==> src/hcb_ram.sv <==
// hcb_ram: generic single-write, single-read RAM with registered read.
// No dependencies.
`default_nettype none
module hcb_ram #(
	parameter int WIDTH = 8,
	parameter int DEPTH = 32
) (
	input  wire logic                     clk,
	input  wire logic                     wr_en,
	input  wire logic [$clog2(DEPTH)-1:0] wr_addr,
	input  wire logic [WIDTH-1:0]         wr_data,
	input  wire logic [$clog2(DEPTH)-1:0] rd_addr,
	output logic      [WIDTH-1:0]         rd_data
);
	logic [WIDTH-1:0] mem_q [DEPTH];

	always_ff @(posedge clk) begin
		if (wr_en) begin
			mem_q[wr_addr] <= wr_data;
		end
		rd_data <= mem_q[rd_addr];
	end
endmodule
`default_nettype wire

==> config.mk <==
export PLATFORM = sky130hd
export DESIGN_NAME = hcb_ram
export DESIGN_NICKNAME = d
export VERILOG_FILES = /design/src/hcb_ram.sv
export SDC_FILE = /design/constraint.sdc
export NUM_CORES = 1
export LEC_CHECK = 0
export BUFFER_PORTS_ARGS = -buffer_cell sky130_fd_sc_hd__buf_4
export CAP_MARGIN = 0
export CORE_ASPECT_RATIO = 0.75
export CORE_MARGIN = 2
export CORE_UTILIZATION = 45
export CTS_CLUSTER_DIAMETER = 120
export DETAILED_ROUTE_END_ITERATION = 6
export HOLD_SLACK_MARGIN = 0.08
export PLACE_DENSITY = 0.69
export SLEW_MARGIN = 30
export SYNTH_ARGS = -nofsm -noshare
export SYNTH_HDL_FRONTEND = slang
export SYNTH_SLANG_ARGS = --single-unit
==> constraint.sdc <==
create_clock -name clk -period 2.4 [get_ports clk]
set_input_delay 0.24 -clock clk [delete_from_list [all_inputs] [get_ports clk]]
set_output_delay 0.24 -clock clk [all_outputs]
set_load 0.02 [all_outputs]
==> results of run 1 <==
==> metrics by stage <==
stage / util / worst slack, ns / cell area [um^2]
finish: 0.531 / 0.565 / 11700
global route: 0.531 / 0.534 / 11700
detailed placement: 0.494 / 0.220 / 10900
floorplan: - / 0.358 / 10100
global placement: 0.494 / 0.224 / 10900
CTS: 0.531 / 0.556 / 11700
==> layout make-up <==
| cell class | instances | area (um^2) |
|---|---|---|
| Clock buffer | 37 | 731 |
| Clock inverter | 9 | 77.6 |
| Fill cell | 1693 | 10300 |
| Multi-Input combinational cell | 133 | 2100 |
| Sequential cell | 264 | 7850 |
| Tap cell | 294 | 368 |
| Timing Repair Buffer | 65 | 551 |
==> sequential cells by signal, summed over array words and instances (netlist names) <==
signal,flops
mem_q,256
rd_data,8
==> worst paths after layout <==
check	start	slack [ns]	endpoint
worst max-delay path	mem_q[5][6]	0.56	rd_data[6]
worst min-delay path	rd_addr[3]	0.11	rd_data[4]
worst max register to register	mem_q[5][6]	0.56	rd_data[6]
worst min register to register	mem_q[28][7]	0.90	rd_data[7]
==> per-layer routing <==
metal	GRT usage	routed length, um
met3	0.0371	1620
met1	0.287	9360
met4	0.0317	255
met5	0	0
met2	0.274	9560
==> cell families (layout without fill, tap and decap cells) <==
kind of cell           after synthesis  in the layout  share of synthesized area
DFF                                264            264                      0.781
muxes                               88             88                      0.188
and+or+nand+nor                     45             45                     0.0207
buffers and inverters               20            111                     0.0106
==> cell usage in the layout (no fill, tap or decap) <==
cell / count
sky130_fd_sc_hd__buf_12: 5
sky130_fd_sc_hd__buf_4: 60
sky130_fd_sc_hd__bufinv_16: 1
sky130_fd_sc_hd__clkbuf_1: 6
sky130_fd_sc_hd__clkbuf_16: 25
sky130_fd_sc_hd__clkbuf_8: 6
sky130_fd_sc_hd__clkinv_1: 1
sky130_fd_sc_hd__clkinv_2: 4
sky130_fd_sc_hd__clkinvlp_4: 2
sky130_fd_sc_hd__dfxtp_1: 8
sky130_fd_sc_hd__edfxtp_1: 256
sky130_fd_sc_hd__inv_6: 1
sky130_fd_sc_hd__mux2_2: 8
sky130_fd_sc_hd__mux4_2: 80
sky130_fd_sc_hd__nand2_1: 1
sky130_fd_sc_hd__nand3_1: 2
sky130_fd_sc_hd__nand3b_1: 5
sky130_fd_sc_hd__nor2_1: 33
sky130_fd_sc_hd__or3_1: 1
sky130_fd_sc_hd__or3b_2: 3
==> power groups by stage <==
stage	registers, mW	logic [mW]	clock network, mW
floorplan	5.26	0.273	0
global placement	5.25	0.519	0
detailed placement	5.25	0.532	0
CTS	5.16	0.535	3.87
global route	5.16	0.562	4.05
finish	5.15	0.528	3.81
==> parameters.txt, run 1 <==
Parameter                              Value

STA
  Worst Tran Pin Value    approximately 0.5 ns
  Fin crit share    0.765
  Largest clock skew in the final design    0.0192 ns
  RSZ-0062 raised after global routing    no
  Relative max-transition margin    0.669
  Setup-violating endpoint count in the final report    0
  Min cycle time layout    about 1.8 ns
  Setup TNS after final layout    0 ns
  Maximum operating frequency    ~540 MHz
  Number of hold violations in the final report    0
  Hold Worst Slack    0.106 ns
  Max-slew violation total from the final report    0

Yosys
  Number of enable flip-flop cells after synthesis    256
  Number of cells produced by synthesis    417
  Area of the mapped netlist    10100 um^2
  Yosys warnings    0
  Top flip-flop cell by instance count after synthesis    sky130_fd_sc_hd__edfxtp_1
  Synth top area cells    sky130_fd_sc_hd__edfxtp_1 (76%), sky130_fd_sc_hd__mux4_2 (18%), sky130_fd_sc_hd__dfxtp_1 (1.6%), sky130_fd_sc_hd__nor2_1 (1.2%), sky130_fd_sc_hd__mux2_2 (0.90%)
  Synthesized area divided by synthesized cell count    approximately 24 um^2
  Top cells by instance count after synthesis    sky130_fd_sc_hd__edfxtp_1 (256), sky130_fd_sc_hd__mux4_2 (80), sky130_fd_sc_hd__nor2_1 (33), sky130_fd_sc_hd__dfxtp_1 (8), sky130_fd_sc_hd__mux2_2 (8)
  Most common cell in the netlist    sky130_fd_sc_hd__edfxtp_1
  Largest area contributor in the netlist    sky130_fd_sc_hd__edfxtp_1
  FF+latch count, synth    about 260
  Async set or reset register ratio after synthesis    0
  Net Count, Synth    437
  Post-synth top area share    0.765
  Count of unique library cells instantiated by Yosys    15
  Register area share after synthesis    0.781

Clocking
  Clock sink total    264
  Number of setup buffers added after CTS    0
  Total CTS buffers    25
  Cell chosen for the clock root    sky130_fd_sc_hd__clkbuf_16
  Insertion delay of the later-clocked pin in the worst-skew pair    ~0.53 ns
  Number of levels the H-tree was split into    1
  # resized after CTS    0
  Clock tree from TritonCTS    built
  Number of buffers on the longest clock path    3
  CTS Hold Bufs    0
  Clock slew seen by the registers of the worst setup and hold paths    ~0.07 ns

Setup path
  Crit path launch type    flop
  Most common cell on crit path    sky130_fd_sc_hd__mux4_2
  Top cell family by delay on the critical path    multiplexers
  Peak fanout along the critical path    1
  Chain of cells forming the critical path    mux4_2 > mux4_2 > mux2_2
  Data arrival time of the critical path    2.24 ns
  Slowest cell on the critical path    sky130_fd_sc_hd__mux4_2
  Largest stage delay on the critical path    0.55 ns
  Required time of the critical path    2.81 ns
  Setup crit end kind    flop
  Setup CP Type    flop to flop
  Depth of the worst register-to-register path    3
  Number of stages on the worst setup path    3
  Buffer and inverter count on the worst path    0

Global route
  Global Route Usage Sum    0.183
  Wire length of the first global-routing pass    about 30000 um
  Pin count of the biggest net entering global routing    33
  Global route overflow    0
  Antenna violations before repair    0
  Via count of the first global-routing pass    approximately 4700

Routing
  Average wire per cell in the routed design    25.9 um
  Detailed router's first-iteration violation count    576
  Routed wire length    just over 20000 um
  DR vias    4590
  DRC Markers    0
  Via density per instance    5.72
  Antenna-violating nets left    0
  Number of search-and-repair iterations in the first detailed-routing pass    5

Die
  Width of the chip    177 um
  Die area    about 24000 um^2
  Initial core utilization    0.457
  Rows    47
  Floorplan die height    133 um
  Standard cell core area    22000 um^2
  I/O pin cnt    28

Power
  Net switching power figure    around 1.9 mW
  Combinational Power Share    0.056
  Power per cell area    about 810 nW/um^2
  Total power draw    9.49 mW
  Share of total power in the clock network    0.401
  VDD IR-drop max    0.641 mV
  Total internal power    7.58 mW
  Leakage power    3.72 nW
  Sequential Power Share    0.543
  Switching share of total power    0.201

Placement
  Estimated wirelength of the detail-placed design    13000 um
  Routability-driven placement congestion ratio    0.740
  IO Port Bufs    27
  Number of cells after detailed placement    756

Cells and area
  Syn-to-layout area delta    16.1%
  # nets final    about 510
  Antenna Diode Count    0
  Filler-free cell count of the finished design    802
  Share of post-route cells with drive strength above 1    0.384

Run
  Number of maximum-capacitance violations    0

Run status
  Run status    finished clean

Min path
  Tightest Hold Check Type    primary input to flop
  Hold-critical path depth    2
Power figures use the tool's default switching activity.
==> run 2: changes to the inputs <==
- PLACE_DENSITY: 0.69 -> 0.71
- clock period: 2.4 -> 1.6 ns (I/O delays scaled with it)
==> run 2 against run 1 <==
The run now ends with setup timing left. First-iteration DRC count up 2.1%. Clock skew fell by 0.013 ns. Utilization grew 1.4 points. Via count up 4.4%. Flip-flop and latch count did not move. Sequential share of layout area fell by 1.7 points. Total power is 52% higher. Setup slack lost 0.80 ns. Fmax about the same. Critical path depth is the same. Clock-buffer cell count is 7 lower. Hold slack gained 0.12 ns. Critical path type unchanged. Largest cell class unchanged. Highest routed layer unchanged.
==> parameters.txt, run 2 (synthesized netlist as in run 1, its figures left out) <==
Parameter                              Value

Min path
  Worst hold path endpoint    rd_data[3]
  Tightest Hold Check Type    primary input to flop
  Hold-critical path depth    3 (+1)
  Startpoint of the worst hold path    rd_addr[1]

Clocking
  Clock sink total    264 (unchanged)
  Number of levels the H-tree was split into    1 (unchanged)
  Total CTS buffers    25 (unchanged)
  Clock tree from TritonCTS    built
  Insertion delay of the later-clocked pin in the worst-skew pair    0.53 ns (about the same)
  Number of buffers on the longest clock path    3 (unchanged)
  Cell chosen for the clock root    sky130_fd_sc_hd__clkbuf_16
  Clock slew seen by the registers of the worst setup and hold paths    0.06 ns (about the same)

Placement
  Estimated wirelength of the detail-placed design    14400 um (+11%)
  IO Port Bufs    27 (unchanged)
  Instance area after placement    11100 um^2 (+1.8%)
  Worst setup timing slack at the placement stage    -0.542 ns (-0.761 ns)
  Routability-driven placement congestion ratio    0.817 (+10%)

Cells and area
  Register cell area after layout    7850 um^2 (unchanged)
  FILL cells    1643 (-3.0%)
  Most common library cell in the layout ignoring fill and taps    sky130_fd_sc_hd__edfxtp_1
  Top Registers    mem_q: 256 flops, rd_data: 8 flops
  Number of flip-flops in the largest register    256 (unchanged)
  Leading cell types in the layout, fill and taps excluded    sky130_fd_sc_hd__edfxtp_1 (256), sky130_fd_sc_hd__mux4_2 (80), sky130_fd_sc_hd__buf_4 (80), sky130_fd_sc_hd__nor2_1 (33), sky130_fd_sc_hd__clkbuf_16 (25)
  Syn-to-layout area delta    19.2%
  Share of post-route cells with drive strength above 1    0.400 (+0.0158)
  # nets final    540 (+6.1%)
  Multi-input logic area    2130 um^2 (+1.4%)
  Final instance area    12000 um^2 (+2.6%)
  Register bank with the most flops    mem_q
  Antenna Diode Count    0 (unchanged)

Setup path
  Reg2reg setup slack    -0.23 ns (-0.80 ns)
  R2r endpoint    rd_data[2]
  Required time of the critical path    2.01 ns (-0.80 ns)
  Setup crit end kind    flop
  Depth of the worst register-to-register path    3 (unchanged)
  Setup CP Type    flop to flop
  Crit path launch type    flop
  Data arrival time of the critical path    2.25 ns (about the same)
  Launching point of the worst reg2reg path    mem_q[29][2]
  Peak fanout along the critical path    1 (unchanged)

Die
  Standard cell core area    22000 um^2 (unchanged)
  I/O pin cnt    28 (unchanged)
  Initial core utilization    0.457 (unchanged)
  Width of the chip    177 um (unchanged)
  Floorplan die height    133 um (unchanged)
  Die area    23600 um^2 (unchanged)
  Rows    47 (unchanged)

STA
  RSZ-0062 raised after global routing    yes
  Worst Slack Setup Final    -0.235 ns (-0.799 ns)
  Number of hold violations in the final report    0 (unchanged)
  Hold Worst Slack    0.229 ns (+0.123 ns)
  Fin crit share    1.15 (+0.382)
  Relative max-transition margin    0.736 (+0.0665)
  Min cycle time layout    1.83 ns (-0.000620 ns)
  Maximum operating frequency    545 MHz (about the same)
  Largest clock skew in the final design    0.00619 ns (-0.0130 ns)
  Worst Tran Pin Value    0.395 ns (-0.0993 ns)
  Max-slew violation total from the final report    0 (unchanged)
  Setup-violating endpoint count in the final report    8 (+8)

Global route
  Wire length of the first global-routing pass    32600 um (+5.5%)
  Antenna violations before repair    0 (unchanged)
  Via count of the first global-routing pass    4870 (+4.7%)
  Global route overflow    0 (unchanged)
  Global Route Usage Sum    0.194 (+0.0110)
  Pin count of the biggest net entering global routing    33 (unchanged)

Power
  Total power draw    14.4 mW (+52%)
  Combinational Power Share    0.062 (+0.006)
  Sequential Power Share    0.535 (-0.008)
  Share of total power in the clock network    0.403 (+0.002)
  Switching share of total power    0.205 (+0.00438)
  Net switching power figure    2.96 mW (+55%)
  Leakage power    3.90 nW (+5.0%)
  Power per cell area    1210 nW/um^2 (+48%)
  VDD IR-drop max    0.668 mV (+4.1%)
  Total internal power    11.5 mW (+51%)

Run status
  Violated checks    setup timing
  Run status    complete, but fails checks

Routing
  Number of search-and-repair iterations in the first detailed-routing pass    7 (+2)
  Routed wire length    21900 um (+5.3%)
  DR vias    4792 (+4.4%)
  Antenna-violating nets left    0 (unchanged)
  Detailed router's first-iteration violation count    588 (+2.1%)
  Average wire per cell in the routed design    26.3 um (+1.5%)
  Via density per instance    5.76 (+0.64%)
  DRC Markers    0 (unchanged)

Run
  Number of maximum-capacitance violations    0 (unchanged)
[run 2: worst max path at each step]
| stage | slack (ns) | cells after the start | end | start |
|---|---|---|---|---|
| final | -0.23 | 3 | rd_data[2] | mem_q[29][2] |
| after global placement | -0.54 | 6 | rd_data[2] | rd_addr[0] |
| after floorplan | -0.16 | 5 | rd_data[0] | rd_addr[0] |
| after global routing | -0.26 | 3 | rd_data[1] | mem_q[29][1] |
| after detailed placement | -0.54 | 6 | rd_data[2] | rd_addr[0] |
| after CTS | -0.24 | 3 | rd_data[2] | mem_q[29][2] |
[run 2: power by group through the flow]
stage / Sequential, mW / Combinational, mW / Clock (mW)
final: 7.73 / 0.892 / 5.82
after global placement: 7.87 / 0.838 / 0
after detailed placement: 7.87 / 0.857 / 0
after floorplan: 7.89 / 0.443 / 0
after CTS: 7.73 / 0.897 / 5.89
after global routing: 7.73 / 0.946 / 6.15
[run 2: timing repair]
action,CTS,global route
hold buffers,9,0
setup buffers,0,0
setup endpoints to repair,8,8
gates resized for setup,8,0
endpoints found under the hold margin,168,0
[run 2: cell type report]
type,instances,share of cell area
timing repair buffer,96,0.0694
sequential,264,0.655
clock inverter,15,0.0133
multi-input combinational,133,0.178
tap,294,0.0307
clock buffer,30,0.0538
[run 2: per-layer routing]
metal  up-vias  track usage  share of wire
li1       1983            -              -
met1      2530        0.301           0.43
met2       249        0.283           0.45
met3        30       0.0508           0.11
met4         0       0.0381          0.016
met5         -            0              0
[run 2: critical path, cell delays in order (launching register included)]
cell and delay (ns):
sky130_fd_sc_hd__edfxtp_1 0.38, sky130_fd_sc_hd__mux4_2 0.53, sky130_fd_sc_hd__mux4_2 0.53, sky130_fd_sc_hd__mux2_4 0.28
[run 2: per-stage QoR]
stage / cells / setup TNS (ns) / utilization
after global placement: 778 / -3.80 / 0.503
after floorplan: 417 / -1.26 / -
after CTS: 832 / -1.70 / 0.545
final: 832 / -1.65 / 0.545
after detailed placement: 778 / -3.99 / 0.503
after global routing: 832 / -1.94 / 0.545
