## src/hcb_pkg.sv

```systemverilog
// hcb_pkg: sizes, widths and the shared sample type for the Huffman code builder.
// No dependencies.
`default_nettype none
package hcb_pkg;
	localparam int MAX_SYMBOLS = 32;
	localparam int WEIGHT_BITS = 16;
	localparam int NODE_COUNT  = 2 * MAX_SYMBOLS - 1;
	localparam int CNT_W       = $clog2(MAX_SYMBOLS + 1);
	localparam int SIDX_W      = $clog2(MAX_SYMBOLS);
	localparam int IDX_W       = $clog2(NODE_COUNT);
	localparam int NCNT_W      = $clog2(NODE_COUNT + 1);
	localparam int SUM_W       = WEIGHT_BITS + $clog2(MAX_SYMBOLS);
	localparam int WIN_W       = (WEIGHT_BITS < 16) ? WEIGHT_BITS : 16;
	localparam int CODE_W      = 31;
	localparam int LEN_W       = 5;
	localparam int NCODE_W     = CODE_W + LEN_W;

	// one sample from the scan pipe: valid, live flag and node index
	typedef struct packed {
		logic             vld;
		logic             live;
		logic [IDX_W-1:0] idx;
	} hcb_sample_t;
endpackage
`default_nettype wire

```

## src/hcb_min_unit.sv

```systemverilog
// hcb_min_unit: running minimum over streamed node weights, oldest wins ties.
// Depends on hcb_pkg.
`default_nettype none
module hcb_min_unit (
	input  wire logic                       clk,
	input  wire logic                       arst_n,
	input  wire logic                       clr,
	input  wire hcb_pkg::hcb_sample_t       smp,
	input  wire logic [hcb_pkg::SUM_W-1:0]  wgt,
	output logic                            best_vld_q,
	output logic [hcb_pkg::IDX_W-1:0]       best_idx_q,
	output logic [hcb_pkg::SUM_W-1:0]       best_wgt_q
);
	logic take;

	// strict less-than: an earlier index keeps the slot on a tie
	assign take = smp.vld && smp.live && (!best_vld_q || (wgt < best_wgt_q));

	always_ff @(posedge clk or negedge arst_n) begin
		if (!arst_n) begin
			best_vld_q <= 1'b0;
		end else if (clr) begin
			best_vld_q <= 1'b0;
		end else if (take) begin
			best_vld_q <= 1'b1;
		end
	end

	always_ff @(posedge clk) begin
		if (!clr && take) begin
			best_idx_q <= smp.idx;
			best_wgt_q <= wgt;
		end
	end
endmodule
`default_nettype wire

```

## config.mk

```make
export PLATFORM = sky130hd
export DESIGN_NAME = hcb_min_unit
export DESIGN_NICKNAME = d
export VERILOG_FILES = /design/src/hcb_pkg.sv /design/src/hcb_min_unit.sv
export SDC_FILE = /design/constraint.sdc
export NUM_CORES = 1
export LEC_CHECK = 0
export BUFFER_PORTS_ARGS = -buffer_cell sky130_fd_sc_hd__buf_2
export CAP_MARGIN = 10
export CELL_PAD_IN_SITES_DETAIL_PLACEMENT = 1
export CELL_PAD_IN_SITES_GLOBAL_PLACEMENT = 2
export CORE_ASPECT_RATIO = 0.75
export CORE_MARGIN = 10
export CORE_UTILIZATION = 30
export CTS_BUF_LIST = sky130_fd_sc_hd__clkbuf_2
export CTS_CLUSTER_SIZE = 20
export DETAILED_ROUTE_END_ITERATION = 16
export HOLD_SLACK_MARGIN = 0.1
export PLACE_DENSITY = 0.81
export SYNTH_ARGS = -nofsm -noshare
export SYNTH_HDL_FRONTEND = slang
export SYNTH_SLANG_ARGS = --single-unit
```

## constraint.sdc

```tcl
create_clock -name clk -period 3.77 [get_ports clk]
set_input_delay 0.1885 -clock clk [delete_from_list [all_inputs] [get_ports clk]]
set_output_delay 0.1885 -clock clk [all_outputs]
set_load 0.005 [all_outputs]
```

==> results of run 1 <==
==> logic make-up after synthesis <==
kind of cell,Yosys count,synth area share (%)
fa+ha+maj,20,18.1
flops,28,60.5
compound gates,18,9.59
simple gates,18,6.43
buf+inv,20,5.43
==> cell type report <==
type | count | area share (%)
clock buffers | 3 | 0.710
clock inverters | 1 | 1.42
inverters | 20 | 3.55
multi-input cells | 56 | 22.5
flip-flops and latches | 28 | 39.5
well taps | 57 | 3.37
repair buffers | 91 | 29.0
==> routing by layer <==
layer  track usage [%]  up-vias  wire (um)
met5                 0        -          0
li1                  -      561          -
met1              11.1      515       1630
met2              18.6       32       2070
met3              3.37        2        237
met4              2.57        0         37
==> worst paths after layout <==
kind                                from             end  slack [ns]  cells after the start
setup / recovery                  wgt[8]  best_wgt_q[12]        1.30                      9
hold / removal                    smp[6]  best_wgt_q[18]        0.36                      5
setup reg to reg           best_wgt_q[8]  best_wgt_q[12]        1.35                      8
hold reg to reg               best_vld_q  best_wgt_q[18]        0.93                      3
max in group asynchronous         arst_n      best_vld_q        3.09                      3
min in group asynchronous         arst_n      best_vld_q        0.59                      3
==> power breakdown <==
| group | total [uW] | switching [uW] | internal (uW) | leakage [uW] |
|---|---|---|---|---|
| sequential | 357 | 5.14 | 352 | 0.000261 |
| combinational | 101 | 44.7 | 56.0 | 0.000703 |
| clock | 184 | 92.4 | 91.2 | 0.0000266 |
| total | 642 | 142 | 499 | 0.000991 |
==> flip-flops by register name (all words and copies together), names as in the netlist <==
register	flops
best_wgt_q	21
best_vld_q	1
best_idx_q	6
==> through the flow <==
stage                     cell area (um2)  hold slack, ns
final                                2120           0.359
after global routing                 2120           0.371
after CTS                            2120           0.336
after detailed placement             1760         -0.0340
after global placement               1760         -0.0340
after floorplan                      1380          -0.107
==> worst max-delay path: stages <==
cell and delay (ns):
dlygate4sd3_1 0.55, buf_2 0.14, ha_1 0.29, a21oi_1 0.17, o21ai_1 0.10, a221oi_1 0.33
o21ai_1 0.14, a21oi_2 0.28, buf_4 0.36
==> synth_stat cells (all sizes together) <==
| library cell | n |
|---|---|
| a21oi | 9 |
| a2111oi | 1 |
| edfxtp | 27 |
| o21ai | 3 |
| nor2b | 1 |
| inv | 20 |
| a211oi | 1 |
| dfrtp | 1 |
| nand3 | 3 |
| a31oi | 1 |
| and4 | 1 |
| nand2 | 9 |
| nor4 | 1 |
| ha | 20 |
| a21o | 1 |
| nor2 | 3 |
| o31ai | 1 |
| a221oi | 1 |
==> cells in the final DEF, fill, tap and decap left out <==
cell type / count
o21ai_1: 3
a21oi_2: 3
nand3_1: 3
dfrtp_1: 1
nor2b_1: 1
nand2_4: 1
o31ai_1: 1
buf_2: 59
ha_1: 20
a21o_1: 1
bufinv_16: 1
and4_1: 1
a221oi_1: 1
buf_4: 1
a211oi_1: 1
clkbuf_2: 3
edfxtp_1: 27
dlygate4sd3_1: 31
nand2_1: 8
nor2_1: 3
inv_1: 20
a2111oi_4: 1
a31oi_1: 1
nor4_1: 1
a21oi_1: 6
==> flow_summary.json, run 1 <==
{
  "antenna_found_initial": 0,
  "finalSetupViolCount": 0,
  "io_buffers": 59,
  "path_clk_slew_ns": 0.27,
  "syn_area_um2": 1380,
  "finClkSkew_ns": 0.00716,
  "overflow": 0,
  "peakVddDrop_uv": 181,
  "cts_num_sinks": 28,
  "nets": 252,
  "wl_per_cell_um": 15.5,
  "nFillCells": 501,
  "cp_max_fo": 23,
  "synth_top_area_cell": "edfxtp_1",
  "yosysSeqAreaShare_pct": 60.5,
  "clk_latency_ns": 0.37,
  "htreeDepth": 1,
  "drv_slew": 0,
  "syn_to_final_growth_pct": 53.0,
  "layout-drive-gt1-share_pct": 34.7,
  "yosysUniqueCellTypes": 20,
  "die_area_um2": 7750,
  "final_hold_viol_count": 0,
  "crit_type": "in -> reg",
  "drt-total-wl_mm": 3.98,
  "relSlewSlack_pct": 79.1,
  "num_rows": 21,
  "cellLeakagePower_uw": 0.000991,
  "end_kind": "flop",
  "power_density_nw_per_um2": 303,
  "cts.repair.resized": 0,
  "track_usage_pct": 10.2,
  "yosysTopAreaCellShare_pct": 58.6,
  "root_buffer": "clkbuf_2",
  "place_ws_ns": 1.37,
  "die_w_um": 98.4,
  "synth_area_leaders": "edfxtp_1 (59%), ha_1 (18%), inv_1 (5.4%)",
  "drv_cap": 0,
  "stdcell_count": 256,
  "fin_crit_ns": 2.47,
  "tns_ns": 0,
  "first_iter_violations": 34,
  "start_kind": "input port",
  "period_share_pct": 65.4,
  "syn_inst": 104,
  "synth.net_count": 156,
  "ys_seq_elements": 28,
  "clockBufferDepth": 2,
  "multiInputGateArea_um2": 475,
  "io_pins": 60,
  "initial_utilization_pct": 31.0,
  "ff_latch_area_um2": 836,
  "drc": 0,
  "dr.pass1.iters": 3,
  "post_cts_buffers": 0,
  "crit_required_ns": 3.87,
  "core_area_um2": 4470,
  "dpl.hpwl_mm": 3.03,
  "post-route-util_pct": 47.4,
  "cts_tree": "built",
  "drtAntennaViolNets": 0,
  "vias_per_cell": 4.34,
  "avgSynthCellArea_um2": 13.3,
  "fin_ws_ns": 1.30,
  "place_inst": 221,
  "outcome": "finished, final reports clean",
  "yosysWarnings": 0,
  "holdBufCountCts": 31,
  "n_antenna_cell": 0,
  "total_power_uw": 642,
  "die_h_um": 78.8,
  "grt_first_pass_wirelength_mm": 6.45,
  "rsz0062_at_grt": "false",
  "arrival_ns": 2.56,
  "worst_pin_slew_ns": 0.311,
  "grt_max_degree": 24,
  "dr_total_vias": 1110,
  "gp_congestion": 0.729,
  "numCtsBuffers": 3,
  "hold_class": "in -> reg",
  "fmax_mhz": 406,
  "grt_pass1_vias": 1275
}
No activity file was read; power rests on OpenSTA's default activity.
==> run 2, diff against run 1 <==
--- a/config.mk
+++ b/config.mk
@@ -5,18 +5,19 @@
 export SDC_FILE = /design/constraint.sdc
 export NUM_CORES = 1
 export LEC_CHECK = 0
+export ABC_AREA = 1
 export BUFFER_PORTS_ARGS = -buffer_cell sky130_fd_sc_hd__buf_2
 export CAP_MARGIN = 10
 export CELL_PAD_IN_SITES_DETAIL_PLACEMENT = 1
 export CELL_PAD_IN_SITES_GLOBAL_PLACEMENT = 2
 export CORE_ASPECT_RATIO = 0.75
 export CORE_MARGIN = 10
-export CORE_UTILIZATION = 30
+export CORE_UTILIZATION = 29
 export CTS_BUF_LIST = sky130_fd_sc_hd__clkbuf_2
 export CTS_CLUSTER_SIZE = 20
 export DETAILED_ROUTE_END_ITERATION = 16
 export HOLD_SLACK_MARGIN = 0.1
-export PLACE_DENSITY = 0.81
+export PLACE_DENSITY = 0.82
 export SYNTH_ARGS = -nofsm -noshare
 export SYNTH_HDL_FRONTEND = slang
 export SYNTH_SLANG_ARGS = --single-unit
==> constraint.sdc (replaced) <==
create_clock -name clk -period 2.55 [get_ports clk]
set_input_delay 0.1275 -clock clk [delete_from_list [all_inputs] [get_ports clk]]
set_output_delay 0.1275 -clock clk [all_outputs]
set_load 0.005 [all_outputs]
==> flow_summary.json, run 2 <==
{
  "rsz0062_at_grt": "false",
  "syn_inst": 132,
  "synth_top_area_cell": "edfxtp_1",
  "synth_edf_count": 27,
  "path_cells": "inv_1, ha_1, nand2_1, inv_1, nand2_1, nand2_1, nand2_1, nand2_1, nand2_1, nand3_1, a21oi_2, buf_4",
  "initial_utilization_pct": 31.0,
  "largest_register_ffs": 21,
  "fmax_mhz": 513,
  "peakVddDrop_uv": 236,
  "regMostFlops": "best_wgt_q",
  "drc": 0,
  "worst_pin_slew_ns": 0.281,
  "power_density_nw_per_um2": 399,
  "drv_cap": 0,
  "clk_latency_ns": 0.37,
  "cpMostUsedCell": "nand2_1",
  "yosysWarnings": 0,
  "end_kind": "flop",
  "drtAntennaViolNets": 0,
  "nets": 281,
  "antenna_found_initial": 0,
  "dpl.hpwl_mm": 3.25,
  "tns_ns": 0,
  "track_usage_pct": 10.4,
  "die_area_um2": 8150,
  "cts.repair.resized": 0,
  "final_hold_viol_count": 0,
  "cpMaxStageDelayCell": "edfxtp_1",
  "overflow": 0,
  "place_ws_ns": 0.606,
  "wl_per_cell_um": 14.5,
  "relSlewSlack_pct": 81.2,
  "die_w_um": 101,
  "cellLeakagePower_uw": 0.00108,
  "grt_max_degree": 16,
  "finalSetupViolCount": 0,
  "post_cts_buffers": 0,
  "final_cell_mix": "buf_2 (59), nand2_1 (33), inv_1 (31), dlygate4sd3_1 (31), edfxtp_1 (27)",
  "die_h_um": 80.7,
  "numCtsBuffers": 3,
  "fin_crit_ns": 1.95,
  "yosysUniqueCellTypes": 12,
  "crit_type": "reg -> reg",
  "outcome": "finished, final reports clean",
  "ys_seq_elements": 28,
  "gp_congestion": 0.720,
  "yosysMostFrequentCell": "nand2_1",
  "multiInputGateArea_um2": 477,
  "io_pins": 60,
  "crit_required_ns": 2.64,
  "reg_top3": "best_wgt_q x21, best_idx_q x6, best_vld_q x1",
  "n_antenna_cell": 0,
  "start_kind": "flop",
  "yosysSeqAreaShare_pct": 58.6,
  "syn_to_final_growth_pct": 50.2,
  "io_buffers": 59,
  "drt-total-wl_mm": 4.14,
  "syn_area_um2": 1430,
  "grt_pass1_vias": 1474,
  "vias_per_cell": 4.34,
  "clockBufferDepth": 2,
  "core_area_um2": 4600,
  "period_share_pct": 76.4,
  "path_clk_slew_ns": 0.28,
  "cp_max_fo": 15,
  "root_buffer": "clkbuf_2",
  "synth_ff_type": "edfxtp_1",
  "synth.net_count": 184,
  "num_rows": 21,
  "drv_slew": 0,
  "finClkSkew_ns": 0.0274,
  "dr_total_vias": 1238,
  "mostFrequentLayoutCell": "buf_2",
  "async_flop_share_pct": 3.57,
  "synth_area_leaders": "edfxtp_1 (57%), ha_1 (18%), nand2_1 (8.7%)",
  "arrival_ns": 2.04,
  "slowest_delay_ns": 0.46,
  "cts_tree": "built",
  "hold_class": "in -> reg",
  "ff_latch_area_um2": 836,
  "cts_num_sinks": 28,
  "fin_ws_ns": 0.602,
  "nFillCells": 549,
  "dr.pass1.iters": 4,
  "avgSynthCellArea_um2": 10.8,
  "yosysTopAreaCellShare_pct": 56.9,
  "first_iter_violations": 42,
  "yosys-top-cells-count": "nand2_1 (33), inv_1 (31), edfxtp_1 (27), ha_1 (20), a21oi_1 (7)",
  "grt_first_pass_wirelength_mm": 6.93,
  "layout-drive-gt1-share_pct": 29.4,
  "htreeDepth": 1
}
-- run 2: critical path: cells and delay by family (launching register included) --
kind / cells / cell delay [ns]
buffers and inverters: 3 / 0.38
adder cells (fa/ha/maj): 1 / 0.23
AO/OA/AOI/OAI: 1 / 0.15
AND/OR/NAND/NOR: 7 / 0.44
flip-flops: 1 / 0.46
-- run 2: power by group --
part | internal (uW) | switching [uW] | total [uW]
clock | 41.3 | 133 | 174
sequential | 521 | 6.85 | 528
combinational | 83.8 | 69.1 | 153
total | 646 | 209 | 855
-- run 2: per-stage QoR --
step / utilization, % / cell area [um2] / total power (uW) / instances / hold slack, ns
CTS: 46.6 / 2140 / 868 / 285 / 0.355
finish: 46.6 / 2140 / 855 / 285 / 0.382
detailed placement: 39.4 / 1810 / 655 / 250 / -0.0968
global route: 46.6 / 2140 / 905 / 285 / 0.364
floorplan: - / 1430 / 592 / 132 / -0.168
global placement: 39.4 / 1810 / 647 / 250 / -0.0965
-- run 2: logic make-up after synthesis --
logic type / after synthesis / share of synthesized area [%]
DFF: 28 / 58.6
AOI/OAI and AO/OA: 9 / 3.34
buffers and inverters: 31 / 8.16
adders and majority gates: 20 / 17.6
and+or+nand+nor: 44 / 12.3
-- run 2: worst paths after layout --
kind	endpoint	cells after the start	slack, ns	start
worst min-delay path	best_wgt_q[8]	4	0.38	smp[7]
min in group asynchronous	best_vld_q	3	0.56	arst_n
worst max-delay path	best_wgt_q[15]	12	0.60	best_wgt_q[8]
worst min register to register	best_wgt_q[8]	2	0.88	best_vld_q
worst max register to register	best_wgt_q[15]	12	0.60	best_wgt_q[8]
max in group asynchronous	best_vld_q	3	1.88	arst_n
-- run 2: timing repair --
action,4_1_cts,5_1_grt
endpoints found under the hold margin,29,0
hold buffers,31,0
endpoints found under the setup margin,0,0
-- run 2: routing by layer --
metal / GRT usage, % / vias to the layer above / share of wire, %
met1: 11.1 / 577 / 40
li1: - / 617 / -
met4: 1.25 / 0 / 0.29
met2: 18.7 / 42 / 49
met5: 0 / - / 0
met3: 5.13 / 2 / 10
-- run 2: cell type report --
type / count / share of cell area (%)
well taps: 57 / 3.33
flip-flops and latches: 28 / 39.0
repair buffers: 92 / 29.0
inverters: 31 / 5.44
clock buffers: 4 / 0.935
multi-input cells: 73 / 22.3
==> run 3, diff against run 2 <==
--- a/config.mk
+++ b/config.mk
@@ -12,12 +12,12 @@
 export CELL_PAD_IN_SITES_GLOBAL_PLACEMENT = 2
 export CORE_ASPECT_RATIO = 0.75
 export CORE_MARGIN = 10
-export CORE_UTILIZATION = 29
+export CORE_UTILIZATION = 26
 export CTS_BUF_LIST = sky130_fd_sc_hd__clkbuf_2
 export CTS_CLUSTER_SIZE = 20
 export DETAILED_ROUTE_END_ITERATION = 16
 export HOLD_SLACK_MARGIN = 0.1
-export PLACE_DENSITY = 0.82
+export PLACE_DENSITY = 0.78
 export SYNTH_ARGS = -nofsm -noshare
 export SYNTH_HDL_FRONTEND = slang
 export SYNTH_SLANG_ARGS = --single-unit
==> constraint.sdc (replaced) <==
create_clock -name clk -period 1.6 [get_ports clk]
set_input_delay 0.08 -clock clk [delete_from_list [all_inputs] [get_ports clk]]
set_output_delay 0.08 -clock clk [all_outputs]
set_load 0.005 [all_outputs]
==> flow_summary.json, run 3 (synthesized netlist as in run 2, its figures left out) <==
{
  "htreeDepth": 1,
  "overflow": 0,
  "hold_class": "in -> reg",
  "regMostFlops": "best_wgt_q",
  "cpMostUsedCell": "nand2_1",
  "path_clk_slew_ns": 0.27,
  "period_share_pct": 122,
  "stdcell_count": 326,
  "first_iter_violations": 18,
  "drv_cap": 0,
  "numCtsBuffers": 3,
  "final_cell_mix": "buf_2 (59), dlygate4sd3_1 (31), nand2_1 (28)",
  "nFillCells": 613,
  "wirelength_met1_mm": 2.10,
  "ff_latch_area_um2": 836,
  "p_clk_share_pct": 27.0,
  "antenna_found_initial": 0,
  "reg_top3": "best_wgt_q x21, best_idx_q x6, best_vld_q x1",
  "placed_area_um2": 1940,
  "gp_congestion": 0.695,
  "finalSetupViolCount": 27,
  "critPathTopFamily": "simple AND/OR/NAND/NOR gates",
  "topRoutingLayerUsed": "met4",
  "path_cells": "inv_1, ha_1, nand2_1, inv_1, nand2_1, nand2_1, nand2_1, nand2_1, nand2_1, nand3_2, a21oi_4, buf_4, clkbuf_16",
  "clk_latency_ns": 0.38,
  "drc": 0,
  "r2r_setup_slack_ns": -0.35,
  "outcome": "finished with violations",
  "peakVddDrop_uv": 330,
  "tns_ns": -9.02,
  "cts_num_sinks": 28,
  "cp_max_fo": 5,
  "clockBufferDepth": 2,
  "grt_pass1_vias": 1450,
  "seqPwrFrac_pct": 52.6,
  "comb_power_share_pct": 20.4,
  "worst_pin_slew_ns": 0.274,
  "relSlewSlack_pct": 81.7,
  "rsz0062_at_grt": "true",
  "reg2reg_from": "best_wgt_q[7]",
  "wl_per_cell_um": 14.0,
  "grt_max_degree": 17,
  "cpMaxStageDelayCell": "edfxtp_1",
  "power_density_nw_per_um2": 615,
  "p_sw_uw": 369,
  "final_area_um2": 2610,
  "whs_path_depth": 5,
  "die_area_um2": 8870,
  "layout-drive-gt1-share_pct": 49.4,
  "switching_share_pct": 23.0,
  "min_from": "smp[7]",
  "dr_total_vias": 1327,
  "wl_met2_mm": 2.14,
  "core_area_um2": 5320,
  "place_ws_ns": -0.306,
  "drt-total-wl_mm": 4.55,
  "die_h_um": 84.1,
  "num_rows": 23,
  "wl_met3_um": 303,
  "path_buf_inv": 4,
  "drtAntennaViolNets": 0,
  "place_inst": 278,
  "ff2ff_path_depth": 13,
  "hold-worst-slack_ns": 0.390,
  "crit_type": "reg -> reg",
  "io_pins": 60,
  "n_antenna_cell": 0,
  "nets": 304,
  "initial_utilization_pct": 26.8,
  "worst_hold_path.endpoint": "best_wgt_q[16]",
  "vias_per_cell": 4.07,
  "grt_first_pass_wirelength_mm": 7.03,
  "dr.pass1.iters": 4,
  "start_kind": "flop",
  "multiInputGateArea_um2": 674,
  "fin_ws_ns": -0.352,
  "die_w_um": 105,
  "final_hold_viol_count": 0,
  "dpl.hpwl_mm": 3.24,
  "cellLeakagePower_uw": 0.00122,
  "track_usage_pct": 9.64,
  "fin_crit_ns": 1.95,
  "cts_tree": "built",
  "end_kind": "flop",
  "r2r_end": "best_wgt_q[17]",
  "finClkSkew_ns": 0.0143,
  "arrival_ns": 2.11,
  "slowest_delay_ns": 0.45,
  "violations": "negative setup slack",
  "largest_register_ffs": 21,
  "syn_to_final_growth_pct": 82.9,
  "crit_required_ns": 1.76,
  "intPower_uw": 1230,
  "mostFrequentLayoutCell": "buf_2",
  "drv_slew": 0,
  "fmax_mhz": 512,
  "io_buffers": 59,
  "root_buffer": "clkbuf_2"
}
[run 3: changes by cell type in the layout (fill, tap and decap cells not counted), moves of 3 or more]
cell | previous run | this run
nand2_2 | 0 | 5
ha_4 | 0 | 12
ha_1 | 20 | 8
inv_1 | 31 | 21
nand3_2 | 0 | 3
nand2_1 | 33 | 28
nand3_1 | 3 | 0
inv_2 | 0 | 10
buf_6 | 0 | 4
buf_4 | 2 | 18
[run 3: worst max-delay path by stage]
stage,slack [ns],startpoint,endpoint,cells past startpoint
after floorplan,-0.43,best_wgt_q[12],best_idx_q[0],8
after global placement,-0.29,best_wgt_q[8],best_wgt_q[1],10
after detailed placement,-0.31,best_wgt_q[8],best_wgt_q[1],12
after CTS,-0.29,best_wgt_q[16],best_wgt_q[10],11
after global routing,-0.46,best_wgt_q[7],best_wgt_q[10],13
final,-0.35,best_wgt_q[7],best_wgt_q[17],13
[run 3: area by class of cell]
cell class | count | share of cell area, %
Timing Repair Buffer | 115 | 32.3
Sequential cell | 28 | 32.1
Multi-Input combinational cell | 73 | 25.9
Inverter | 31 | 4.46
Tap cell | 75 | 3.60
Clock inverter | 1 | 1.15
Clock buffer | 3 | 0.576
[run 3: metrics by stage]
| step | power, uW | utilization (%) |
|---|---|---|
| after floorplan | 947 | - |
| after global placement | 1050 | 36.4 |
| after detailed placement | 1060 | 36.4 |
| after CTS | 1590 | 46.0 |
| after global routing | 1690 | 49.0 |
| final | 1600 | 49.0 |
[run 3: worst register-to-register path, cell delays in order (launching register included)]
cell and delay [ns]:
edfxtp_1 0.45, inv_1 0.08, ha_1 0.22, nand2_1 0.09, inv_1 0.04, nand2_1 0.05, nand2_1 0.05, nand2_1 0.05
nand2_1 0.05, nand2_1 0.07, nand3_2 0.10, a21oi_4 0.20, buf_4 0.15, clkbuf_16 0.13
[run 3: routing by layer]
| layer | GRT usage (%) | up-vias |
|---|---|---|
| met4 | 0.736 | 0 |
| li1 | - | 667 |
| met5 | 0 | - |
| met1 | 11.7 | 616 |
| met2 | 16.1 | 42 |
| met3 | 4.17 | 2 |
[run 3: power groups by stage]
stage | logic (uW) | clock network [uW] | registers, uW
5_1_grt | 369 | 475 | 847
3_3_place_gp | 195 | 0 | 858
6_report | 327 | 433 | 843
3_5_place_dp | 203 | 0 | 858
2_1_floorplan | 86.8 | 0 | 860
4_1_cts | 298 | 453 | 843
[run 3: repair_timing]
action	4_1_cts	5_1_grt
resized for setup	17	24
hold buffers	31	0
endpoints found under the hold margin	29	0
cloned	1	1
setup endpoints to repair	27	27
setup buffers	6	7
pin swaps	3	11
